<file path="config.mk">
export PLATFORM = sky130hd
export DESIGN_NAME = memory_region_stats_accumulator
export DESIGN_NICKNAME = d
export VERILOG_FILES = /design/src/mrsa_pkg.sv /design/src/mrsa_csr.sv /design/src/mrsa_ctrl.sv /design/src/mrsa_dpath.sv /design/src/memory_region_stats_accumulator.sv
export SDC_FILE = /design/constraint.sdc
export NUM_CORES = 2
export LEC_CHECK = 0
export BUFFER_PORTS_ARGS = -buffer_cell sky130_fd_sc_hd__buf_2
export CORE_ASPECT_RATIO = 0.9
export CORE_MARGIN = 8
export CORE_UTILIZATION = 30
export DETAILED_ROUTE_END_ITERATION = 7
export PLACE_DENSITY_LB_ADDON = 0.12
export REMOVE_ABC_BUFFERS = 1
export SLEW_MARGIN = 20
export SYNTH_ARGS = -nofsm -noshare
export SYNTH_HDL_FRONTEND = slang
export SYNTH_SLANG_ARGS = --single-unit
</file>
<file path="constraint.sdc">
create_clock -name clock -period 13.6 [get_ports clock]
set_clock_uncertainty 0.15 [all_clocks]
set_input_delay 2.72 -clock clock [delete_from_list [all_inputs] [get_ports clock]]
set_output_delay 2.72 -clock clock [all_outputs]
set_load 0.05 [all_outputs]
</file>
<file path="src/mrsa_pkg.sv">
// ---------------------------------------------------------------------------
// mrsa_pkg - shared definitions for the memory region statistics accumulator
// Field widths, request and region codes, and the controller/datapath bundles.
// ---------------------------------------------------------------------------
package mrsa_pkg;

   localparam int TOP_SLOTS   = 8;
   localparam int NUM_TOTALS  = 5;
   localparam int NUM_KEPT    = TOP_SLOTS - 1;
   localparam int NUM_STATS   = 2 * NUM_TOTALS + NUM_KEPT;
   localparam int STEP_W      = $clog2(NUM_STATS);
   localparam int TOT_IDX_W   = $clog2(NUM_TOTALS);
   localparam int KEPT_IDX_W  = (NUM_KEPT > 1) ? $clog2(NUM_KEPT) : 1;

   localparam int ADDR_W      = 48;
   localparam int MASK_W      = 32;
   localparam int SUM_W       = 64;
   localparam int COUNT_W     = 32;
   localparam int INDEX_W     = 5;
   localparam int CSR_ADDR_W  = 3;
   localparam int CSR_DATA_W  = 32;

   // totals slots
   localparam int TOT_MAPPED  = 0;
   localparam int TOT_FREE    = 1;
   localparam int TOT_WASTE   = 2;
   localparam int TOT_EXEC    = 3;
   localparam int TOT_RESV    = 4;

   typedef enum logic [1:0] {
      REQ_REGION = 2'd0,
      REQ_READ   = 2'd1,
      REQ_CLEAR  = 2'd2
   } req_code_type;

   localparam logic [1:0] REGION_COMMITTED = 2'd0;
   localparam logic [1:0] REGION_RESERVED  = 2'd1;
   localparam logic [1:0] REGION_FREE      = 2'd2;

   // register index within the CSR space (paddr bit 2)
   localparam logic CSR_GRANULE_MASK = 1'b0;
   localparam logic CSR_EXEC_MASK    = 1'b1;

   typedef struct packed {
      logic              load;
      logic              clear;
      logic              calc_up;
      logic              calc_gap;
      logic              update;
      logic              shift;
      logic              shift_last;
      logic              emit;
      logic              emit_last;
      logic [STEP_W-1:0] step;
   } mrsa_cmd_type;

   typedef struct packed {
      logic free_hit;
      logic out_room;
   } mrsa_status_type;

endpackage

</file>
<file path="src/mrsa_csr.sv">
// ---------------------------------------------------------------------------
// mrsa_csr - configuration registers
// Holds the allocation granule mask and the executable protection mask.
// ---------------------------------------------------------------------------
module mrsa_csr (
   input  logic                               clock,
   input  logic                               reset,
   input  logic                               csr_psel,
   input  logic                               csr_penable,
   input  logic                               csr_pwrite,
   input  logic [mrsa_pkg::CSR_ADDR_W-1:0]    csr_paddr,
   input  logic [mrsa_pkg::CSR_DATA_W-1:0]    csr_pwdata,
   output logic [mrsa_pkg::CSR_DATA_W-1:0]    csr_prdata,
   output logic                               csr_pready,
   output logic [mrsa_pkg::MASK_W-1:0]        granule_mask,
   output logic [mrsa_pkg::MASK_W-1:0]        exec_mask
);

   logic [mrsa_pkg::MASK_W-1:0] granule_mask_ff, granule_mask_in;
   logic [mrsa_pkg::MASK_W-1:0] exec_mask_ff, exec_mask_in;
   logic                        wr_en;

   assign wr_en = csr_psel & csr_penable & csr_pwrite;

   always_comb begin
      granule_mask_in = granule_mask_ff;
      exec_mask_in    = exec_mask_ff;
      if (wr_en) begin
         unique case (csr_paddr[2])
            mrsa_pkg::CSR_GRANULE_MASK: granule_mask_in = csr_pwdata;
            mrsa_pkg::CSR_EXEC_MASK:    exec_mask_in    = csr_pwdata;
            default: ;
         endcase
      end
   end

   always_ff @(posedge clock) begin
      if (reset) begin
         granule_mask_ff <= 32'h0000_FFFF;
         exec_mask_ff    <= 32'h0000_00F0;
      end else begin
         granule_mask_ff <= granule_mask_in;
         exec_mask_ff    <= exec_mask_in;
      end
   end

   always_comb begin
      unique case (csr_paddr[2])
         mrsa_pkg::CSR_GRANULE_MASK: csr_prdata = granule_mask_ff;
         mrsa_pkg::CSR_EXEC_MASK:    csr_prdata = exec_mask_ff;
         default:                    csr_prdata = '0;
      endcase
   end

   assign csr_pready   = 1'b1;
   assign granule_mask = granule_mask_ff;
   assign exec_mask    = exec_mask_ff;

endmodule

</file>
<file path="src/mrsa_ctrl.sv">
// ---------------------------------------------------------------------------
// mrsa_ctrl - sequencing controller
// Walks each request through its steps and drives the datapath commands.
// ---------------------------------------------------------------------------
module mrsa_ctrl (
   input  logic                      clock,
   input  logic                      reset,
   input  logic                      req_valid,
   input  logic [1:0]                req_type,
   output logic                      req_stall,
   input  mrsa_pkg::mrsa_status_type status,
   output mrsa_pkg::mrsa_cmd_type    cmd
);

   typedef enum logic [2:0] {
      ST_IDLE,
      ST_UP,
      ST_GAP,
      ST_UPDATE,
      ST_BUBBLE,
      ST_READ
   } state_type;

   state_type                      state_ff, state_in;
   logic [mrsa_pkg::STEP_W-1:0]    step_ff, step_in;
   logic                           accept;

   assign req_stall = (state_ff != ST_IDLE);
   assign accept    = req_valid & ~req_stall;

   always_comb begin
      state_in = state_ff;
      step_in  = step_ff;
      cmd      = '0;
      cmd.step = step_ff;
      unique case (state_ff)
         ST_IDLE: begin
            step_in = '0;
            if (accept) begin
               case (req_type)
                  mrsa_pkg::REQ_REGION: begin
                     cmd.load = 1'b1;
                     state_in = ST_UP;
                  end
                  mrsa_pkg::REQ_READ:  state_in = ST_READ;
                  mrsa_pkg::REQ_CLEAR: cmd.clear = 1'b1;
                  default: ;
               endcase
            end
         end
         ST_UP: begin
            cmd.calc_up = 1'b1;
            state_in    = ST_GAP;
         end
         ST_GAP: begin
            cmd.calc_gap = 1'b1;
            state_in     = ST_UPDATE;
         end
         ST_UPDATE: begin
            cmd.update = 1'b1;
            state_in   = status.free_hit ? ST_BUBBLE : ST_IDLE;
         end
         ST_BUBBLE: begin
            cmd.shift      = 1'b1;
            cmd.shift_last = (step_ff == mrsa_pkg::STEP_W'(mrsa_pkg::NUM_KEPT));
            if (cmd.shift_last) begin
               state_in = ST_IDLE;
            end else begin
               step_in = step_ff + 1'b1;
            end
         end
         ST_READ: begin
            if (status.out_room) begin
               cmd.emit      = 1'b1;
               cmd.emit_last = (step_ff == mrsa_pkg::STEP_W'(mrsa_pkg::NUM_STATS - 1));
               if (cmd.emit_last) begin
                  state_in = ST_IDLE;
               end else begin
                  step_in = step_ff + 1'b1;
               end
            end
         end
         default: state_in = ST_IDLE;
      endcase
   end

   always_ff @(posedge clock) begin
      if (reset) begin
         state_ff <= ST_IDLE;
         step_ff  <= '0;
      end else begin
         state_ff <= state_in;
         step_ff  <= step_in;
      end
   end

endmodule

</file>
<file path="src/mrsa_dpath.sv">
// ---------------------------------------------------------------------------
// mrsa_dpath - statistics datapath
// Granule gap arithmetic, running totals, the largest-free shift line and
// the registered result stage.
// ---------------------------------------------------------------------------
module mrsa_dpath (
   input  logic                              clock,
   input  logic                              reset,
   input  mrsa_pkg::mrsa_cmd_type            cmd,
   output mrsa_pkg::mrsa_status_type         status,
   input  logic [mrsa_pkg::MASK_W-1:0]       granule_mask,
   input  logic [mrsa_pkg::MASK_W-1:0]       exec_mask,
   input  logic [mrsa_pkg::ADDR_W-1:0]       req_region_base,
   input  logic [mrsa_pkg::ADDR_W-1:0]       req_region_size,
   input  logic [1:0]                        req_region_state,
   input  logic [mrsa_pkg::MASK_W-1:0]       req_protect_flags,
   output logic                              rsp_valid,
   input  logic                              rsp_stall,
   output logic [mrsa_pkg::INDEX_W-1:0]      rsp_stat_index,
   output logic [mrsa_pkg::SUM_W-1:0]        rsp_stat_value,
   output logic                              rsp_last_of_run
);

   localparam int AW = mrsa_pkg::ADDR_W;
   localparam int MW = mrsa_pkg::MASK_W;
   localparam int SW = mrsa_pkg::SUM_W;
   localparam int CW = mrsa_pkg::COUNT_W;
   localparam int NT = mrsa_pkg::NUM_TOTALS;
   localparam int NK = mrsa_pkg::NUM_KEPT;
   localparam int KEPT_SEL_W = mrsa_pkg::KEPT_IDX_W;

   // captured descriptor
   logic [AW-1:0] base_ff, size_ff;
   logic [1:0]    region_ff;
   logic [MW-1:0] prot_ff;

   // gap pipeline
   logic [AW:0]   up_ff;
   logic          misaligned_ff;
   logic [MW-1:0] gap_ff;

   logic [SW-1:0] tot_ff [NT];
   logic [SW-1:0] tot_in [NT];
   logic [CW-1:0] cnt_ff [NT];
   logic [CW-1:0] cnt_in [NT];
   logic [AW-1:0] kept_ff [NK];
   logic [AW-1:0] kept_in [NK];
   logic [AW-1:0] carry_ff, carry_in;

   logic [AW-1:0] gap_wide, waste_amt, clamp_gap, bubble_out;
   logic [SW-1:0] size_sum;
   logic          exec_hit, carry_wins;

   logic                           rsp_valid_ff, rsp_valid_in;
   logic [mrsa_pkg::INDEX_W-1:0]   index_ff;
   logic [SW-1:0]                  value_ff, value_sel;
   logic                           last_ff;
   logic [mrsa_pkg::STEP_W-1:0]    kept_off;
   logic [KEPT_SEL_W-1:0]          kept_sel;
   logic [mrsa_pkg::TOT_IDX_W-1:0] tot_sel;

   always_ff @(posedge clock) begin
      if (cmd.load) begin
         base_ff   <= req_region_base;
         size_ff   <= req_region_size;
         region_ff <= req_region_state;
         prot_ff   <= req_protect_flags;
      end
      if (cmd.calc_up) begin
         up_ff <= ({1'b0, base_ff} + {{(AW + 1 - MW){1'b0}}, granule_mask})
                  & ~{{(AW + 1 - MW){1'b0}}, granule_mask};
         misaligned_ff <= |(base_ff[MW-1:0] & granule_mask);
      end
      // gap never exceeds the mask, so it fits the mask width
      if (cmd.calc_gap) begin
         gap_ff <= MW'(up_ff - {1'b0, base_ff});
      end
   end

   assign gap_wide   = {{(AW - MW){1'b0}}, gap_ff};
   assign clamp_gap  = (gap_wide > size_ff) ? size_ff : gap_wide;
   assign waste_amt  = misaligned_ff ? gap_wide : '0;
   assign size_sum   = {{(SW - AW){1'b0}}, size_ff};
   assign exec_hit   = |(prot_ff & exec_mask);

   assign status.free_hit = (region_ff == mrsa_pkg::REGION_FREE) && (size_ff > waste_amt);
   assign status.out_room = ~rsp_valid_ff | ~rsp_stall;

   always_comb begin
      for (int i = 0; i < NT; i++) begin
         tot_in[i] = tot_ff[i];
         cnt_in[i] = cnt_ff[i];
      end
      if (cmd.clear) begin
         for (int i = 0; i < NT; i++) begin
            tot_in[i] = '0;
            cnt_in[i] = '0;
         end
      end else if (cmd.update) begin
         if (exec_hit) begin
            tot_in[mrsa_pkg::TOT_EXEC] = tot_ff[mrsa_pkg::TOT_EXEC] + size_sum;
            cnt_in[mrsa_pkg::TOT_EXEC] = cnt_ff[mrsa_pkg::TOT_EXEC] + 1'b1;
         end
         case (region_ff)
            mrsa_pkg::REGION_RESERVED: begin
               tot_in[mrsa_pkg::TOT_RESV] = tot_ff[mrsa_pkg::TOT_RESV] + size_sum;
               cnt_in[mrsa_pkg::TOT_RESV] = cnt_ff[mrsa_pkg::TOT_RESV] + 1'b1;
            end
            mrsa_pkg::REGION_FREE: begin
               if (misaligned_ff) begin
                  tot_in[mrsa_pkg::TOT_WASTE] = tot_ff[mrsa_pkg::TOT_WASTE]
                                                + {{(SW - AW){1'b0}}, clamp_gap};
                  cnt_in[mrsa_pkg::TOT_WASTE] = cnt_ff[mrsa_pkg::TOT_WASTE] + 1'b1;
               end
               if (status.free_hit) begin
                  tot_in[mrsa_pkg::TOT_FREE] = tot_ff[mrsa_pkg::TOT_FREE] + size_sum;
                  cnt_in[mrsa_pkg::TOT_FREE] = cnt_ff[mrsa_pkg::TOT_FREE] + 1'b1;
               end
            end
            default: begin
               tot_in[mrsa_pkg::TOT_MAPPED] = tot_ff[mrsa_pkg::TOT_MAPPED] + size_sum;
               cnt_in[mrsa_pkg::TOT_MAPPED] = cnt_ff[mrsa_pkg::TOT_MAPPED] + 1'b1;
            end
         endcase
      end
   end

   // Bubble pass as a rotating shift line: the carried value meets the head
   // slot each cycle, the smaller one goes to the tail. The final step appends
   // the carry, leaving the kept slots in ascending order.
   assign carry_wins = carry_ff > kept_ff[0];
   assign bubble_out = cmd.shift_last ? carry_ff : (carry_wins ? kept_ff[0] : carry_ff);

   always_comb begin
      carry_in = carry_ff;
      for (int j = 0; j < NK; j++) begin
         kept_in[j] = kept_ff[j];
      end
      if (cmd.clear) begin
         for (int j = 0; j < NK; j++) begin
            kept_in[j] = '0;
         end
      end else if (cmd.update) begin
         carry_in = size_ff;
      end else if (cmd.shift) begin
         for (int j = 0; j < NK - 1; j++) begin
            kept_in[j] = kept_ff[j+1];
         end
         kept_in[NK-1] = bubble_out;
         if (!carry_wins) begin
            carry_in = kept_ff[0];
         end
      end
   end

   always_ff @(posedge clock) begin
      carry_ff <= carry_in;
      if (reset) begin
         for (int i = 0; i < NT; i++) begin
            tot_ff[i] <= '0;
            cnt_ff[i] <= '0;
         end
         for (int j = 0; j < NK; j++) begin
            kept_ff[j] <= '0;
         end
      end else begin
         for (int i = 0; i < NT; i++) begin
            tot_ff[i] <= tot_in[i];
            cnt_ff[i] <= cnt_in[i];
         end
         for (int j = 0; j < NK; j++) begin
            kept_ff[j] <= kept_in[j];
         end
      end
   end

   // readout selection
   assign tot_sel  = cmd.step[mrsa_pkg::TOT_IDX_W:1];
   assign kept_off = cmd.step - mrsa_pkg::STEP_W'(2 * NT);
   assign kept_sel = kept_off[KEPT_SEL_W-1:0];

   always_comb begin
      value_sel = '0;
      if (cmd.step < mrsa_pkg::STEP_W'(2 * NT)) begin
         if (cmd.step[0]) begin
            value_sel = {{(SW - CW){1'b0}}, cnt_ff[tot_sel]};
         end else begin
            value_sel = tot_ff[tot_sel];
         end
      end else if (kept_off < mrsa_pkg::STEP_W'(NK)) begin
         value_sel = {{(SW - AW){1'b0}}, kept_ff[kept_sel]};
      end
   end

   always_comb begin
      rsp_valid_in = rsp_valid_ff;
      if (status.out_room) begin
         rsp_valid_in = cmd.emit;
      end
   end

   always_ff @(posedge clock) begin
      if (reset) begin
         rsp_valid_ff <= 1'b0;
      end else begin
         rsp_valid_ff <= rsp_valid_in;
      end
      if (cmd.emit) begin
         index_ff <= mrsa_pkg::INDEX_W'(cmd.step);
         value_ff <= value_sel;
         last_ff  <= cmd.emit_last;
      end
   end

   assign rsp_valid       = rsp_valid_ff;
   assign rsp_stat_index  = index_ff;
   assign rsp_stat_value  = value_ff;
   assign rsp_last_of_run = last_ff;

endmodule

</file>
<file path="src/memory_region_stats_accumulator.sv">
// ---------------------------------------------------------------------------
// memory_region_stats_accumulator - address-space region statistics
// Accumulates mapped, free, waste, executable and reserved totals and keeps
// the largest free region sizes; streams them out on request.
// ---------------------------------------------------------------------------
// Usage:
//   req_* channel takes one transaction at a time: a region descriptor, a
//   readout request or a clear. req_stall is high while a transaction is in
//   progress. rsp_* carries readout results through an output register; it
//   holds its payload while rsp_stall is high.
//   csr_* is an APB-style port: granule mask at 0x0, exec mask at 0x4.
// Sequencing:
//   descriptor   - load, up, gap and update steps; a free region larger than
//                  its alignment waste then runs the largest-free shift line.
//   clear/other  - done in the accepting cycle; req_stall stays low.
//   readout      - 17 results, one per cycle while the output register has
//                  room; the read state loads each into it. The next
//                  transaction is taken while the last result still waits.
// Reset clears all statistics, the kept free sizes and the output valid flag,
// and loads the masks with 0xFFFF and 0xF0.
// ---------------------------------------------------------------------------
module memory_region_stats_accumulator (
   input  logic                               clock,
   input  logic                               reset,
   input  logic                               req_valid,
   output logic                               req_stall,
   input  logic [1:0]                         req_type,
   input  logic [mrsa_pkg::ADDR_W-1:0]        req_region_base,
   input  logic [mrsa_pkg::ADDR_W-1:0]        req_region_size,
   input  logic [1:0]                         req_region_state,
   input  logic [mrsa_pkg::MASK_W-1:0]        req_protect_flags,
   output logic                               rsp_valid,
   input  logic                               rsp_stall,
   output logic [mrsa_pkg::INDEX_W-1:0]       rsp_stat_index,
   output logic [mrsa_pkg::SUM_W-1:0]         rsp_stat_value,
   output logic                               rsp_last_of_run,
   input  logic                               csr_psel,
   input  logic                               csr_penable,
   input  logic                               csr_pwrite,
   input  logic [mrsa_pkg::CSR_ADDR_W-1:0]    csr_paddr,
   input  logic [mrsa_pkg::CSR_DATA_W-1:0]    csr_pwdata,
   output logic [mrsa_pkg::CSR_DATA_W-1:0]    csr_prdata,
   output logic                               csr_pready
);

   mrsa_pkg::mrsa_cmd_type      cmd;
   mrsa_pkg::mrsa_status_type   status;
   logic [mrsa_pkg::MASK_W-1:0] granule_mask;
   logic [mrsa_pkg::MASK_W-1:0] exec_mask;

   mrsa_csr u_csr (
      .clock        (clock),
      .reset        (reset),
      .csr_psel     (csr_psel),
      .csr_penable  (csr_penable),
      .csr_pwrite   (csr_pwrite),
      .csr_paddr    (csr_paddr),
      .csr_pwdata   (csr_pwdata),
      .csr_prdata   (csr_prdata),
      .csr_pready   (csr_pready),
      .granule_mask (granule_mask),
      .exec_mask    (exec_mask)
   );

   mrsa_ctrl u_ctrl (
      .clock     (clock),
      .reset     (reset),
      .req_valid (req_valid),
      .req_type  (req_type),
      .req_stall (req_stall),
      .status    (status),
      .cmd       (cmd)
   );

   mrsa_dpath u_dpath (
      .clock             (clock),
      .reset             (reset),
      .cmd               (cmd),
      .status            (status),
      .granule_mask      (granule_mask),
      .exec_mask         (exec_mask),
      .req_region_base   (req_region_base),
      .req_region_size   (req_region_size),
      .req_region_state  (req_region_state),
      .req_protect_flags (req_protect_flags),
      .rsp_valid         (rsp_valid),
      .rsp_stall         (rsp_stall),
      .rsp_stat_index    (rsp_stat_index),
      .rsp_stat_value    (rsp_stat_value),
      .rsp_last_of_run   (rsp_last_of_run)
   );

endmodule
</file>
==> metrics.cfg <==
[clock_tree]
tritoncts=built
clockRootBuffer=clkbuf_16
numClockSinks=1189
htreeDepth=4
post-cts-setup-buffer-count=0
cts_buffers=151
hold_buffers=0
clk_pin_slew_ps=60
ctsLongestPathBuffers=3
clk_latency_ps=810
cts_resized=0

[sta]
setup_tns_ps=0
hold_viol_final=0
rsz0062_at_grt=no
slew_violations=0
min_period_over_period_pct=59.8
worst_pin_slew_ps=1130
worst_slack_ps=5460
max_freq_mhz=123
layout_min_cycle_time_ps=8140
setup_viol=0
relSlewSlack_pct=24.5

[floorplanning]
row_count=167
die_h_um=470
die_area_sq_um=245000
die_x_um=521
start_util_pct=30.0
core_area_sq_um=229000
io_pins=279

[synth]
yosysSeqAreaShare_pct=38.9
synth_edf_count=297
ys_types=91
ys_warn_count=0
synth.cell_area_sq_um=68800
syn-mean-instance-area_sq_um=8.83
async_flop_share_pct=0
synth_flop_cell=dfxtp_1
syn_inst=7798
ys_ff_latch=1189

[worst_setup_path]
reg2reg_to=u_dpath.tot_ff[2][56]$_SDFFE_PP0P_
cp_slowest_cell=a2111oi_0
r2r_start=u_dpath.size_ff[1]$_DFFE_PP_
worst-setup-path-type=register to register
cp_data_arrival_time_ps=8630
reg2reg_depth=27
rrSetupSlack_ps=5460
cpPeakStageDelay_ps=870
endpoint_kind=register
cp.required_ps=14100
crit_path_start_kind=register
cp_common_cell=o21ai_0
path_max_fanout=33

[cells_and_area]
syn_to_final_growth_pct=14.1
layout_commonest_cell=nand2_1
fillers=23500
design_area_sq_um=78600
fin_util_pct=34.3
drive_gt1_share_pct=11.1
mostFrequentLayoutCells=nand2_1 (1332), a21oi_1 (910), dfxtp_1 (887)
layout.nets=8503

[global_routing]
grtUsageMet2_pct=26.6
grt.busiest_layer=met2
grt_pass1_vias=55800
grt_max_degree=200
overflow=0
grt_pass1_wl_um=336000
grt_usage_pct=17.2
grtUsageMet1_pct=25.0
met3_usage_pct=2.99
antenna_found_initial=32

[drt]
ant_nets=0
num_vias=56900
wire_per_inst_um=19.8
drc_errors=0
via_per_inst=5.13
finalWirelength_um=219000
dr.pass1.iters=5
drtIter0Drc=3686

[flow_run]
cap_violations=0

[pwr]
total_power_mw=9.43
power_density_nw_per_um2=120
ir_worst_vdd_mv=0.118
p_leak_nw=29.3

[placement]
dp_hpwl_um=162000
io_buffers=259
globalplace.congestion=0.902
dpl_worst_slack_ps=5420
dpl_cell_area_sq_um=73300

[min_path]
whs_path_depth=2
hold_end=u_dpath.kept_ff[4][34]$_SDFFE_PP0P_
hold_path_class=register to register
hold_start=u_dpath.kept_ff[5][34]$_SDFFE_PP0P_

[status]
outcome=finished, final reports clean

==> how the worst max path moves through the flow <==
stage / start / endpoint / slack (ps)
floorplan: req_valid / u_dpath.tot_ff[2][47]$_SDFFE_PP0P_ / 2340
global placement: u_dpath.size_ff[1]$_DFFE_PP_ / u_dpath.tot_ff[2][52]$_SDFFE_PP0P_ / 5350
detailed placement: u_dpath.size_ff[1]$_DFFE_PP_ / u_dpath.tot_ff[2][56]$_SDFFE_PP0P_ / 5420
CTS: u_dpath.size_ff[1]$_DFFE_PP_ / u_dpath.tot_ff[2][56]$_SDFFE_PP0P_ / 5370
global route: u_dpath.size_ff[1]$_DFFE_PP_ / u_dpath.tot_ff[2][50]$_SDFFE_PP0P_ / 4950
finish: u_dpath.size_ff[1]$_DFFE_PP_ / u_dpath.tot_ff[2][56]$_SDFFE_PP0P_ / 5460
==> cell families after synthesis <==
group	Yosys count	share of synthesized area [%]
multiplexers	448	9.83
flip-flops	1189	38.9
buffers and inverters	664	3.65
other	2	0.0109
XOR/XNOR	407	5.18
AND/OR/NAND/NOR	2662	17.1
AO/OA/AOI/OAI	1993	17.4
adder cells (fa/ha/maj)	433	7.95
==> sequential cells by signal, summed over array words and instances (netlist names), named ones only <==
register and count:
u_dpath.rsp_stat_index 5, u_dpath.misaligned_ff 1, u_dpath.tot_ff 320, u_ctrl.step_ff 5, u_dpath.rsp_valid 1, u_dpath.kept_ff 336, u_dpath.prot_ff 32, u_ctrl.state_ff 3
u_dpath.region_ff 2, u_dpath.up_ff 32, u_dpath.size_ff 48, u_dpath.carry_ff 48, u_dpath.base_ff 32, u_dpath.cnt_ff 160, u_csr.exec_mask 32, u_dpath.gap_ff 32
u_dpath.rsp_last_of_run 1, u_csr.granule_mask 32, u_dpath.rsp_stat_value 64
==> cell usage after synthesis (32+ instances only) <==
cell,instances,area (sq um)
a211oi_1,101,758
a21o_1,221,1660
a21oi_1,912,4560
a31oi_1,47,294
and2_1,32,200
and3_1,91,569
buf_1,48,180
clkbuf_1,351,1320
dfxtp_1,892,17900
edfxtp_1,297,8920
ha_1,426,5330
inv_1,253,950
mux2_2,63,709
mux2i_1,208,2080
mux4_2,176,3960
nand2_1,1335,5010
nand2b_1,72,450
nand3_1,154,771
nand4_1,120,751
nor2_1,558,2090
nor2b_1,48,300
nor3_1,69,345
o21a_1,37,278
o21ai_0,339,1700
o21bai_1,37,278
o22ai_1,62,388
or3_1,65,407
xnor2_1,202,1770
xor2_1,205,1800
==> power by group <==
part	total [mW]	leakage [nW]	internal [mW]	switching (mW)
Sequential	3.87	9.94	3.76	0.109
Clock	4.22	2.56	2.51	1.72
Combinational	1.33	16.8	0.467	0.862
==> per-layer routing <==
metal,vias up,part of all wire [%]
met4,18,2.2
li1,28200,-
met1,27200,51
met5,-,0.049
met2,1146,43
met3,295,4.6
==> final cells by class <==
cell class | count | area [sq um] | area share, %
Multi-Input combinational cell | 5960 | 39800 | 50.6
Clock inverter | 63 | 843 | 1.07
Inverter | 253 | 950 | 1.21
Tap cell | 3042 | 3810 | 4.84
Antenna cell | 19 | 47.5 | 0.0605
Timing Repair Buffer | 341 | 1950 | 2.48
Clock buffer | 221 | 4410 | 5.61
Sequential cell | 1189 | 26800 | 34.1
==> critical path, delay by kind of cell, from the launching register on <==
family	cells	cell delay, ps
mux	1	240
xor+xnor	1	170
buf+inv	3	700
compound gates	13	4240
fa+ha+maj	3	1010
flops	1	650
simple gates	6	800
==> through the flow <==
stage | std cells | hold slack, ps
floorplan | 7402 | 290
global placement | 10800 | 300
detailed placement | 10800 | 308
CTS | 11100 | 289
global route | 11100 | 313
finish | 11100 | 292
No activity file was read; power rests on OpenSTA's default activity.
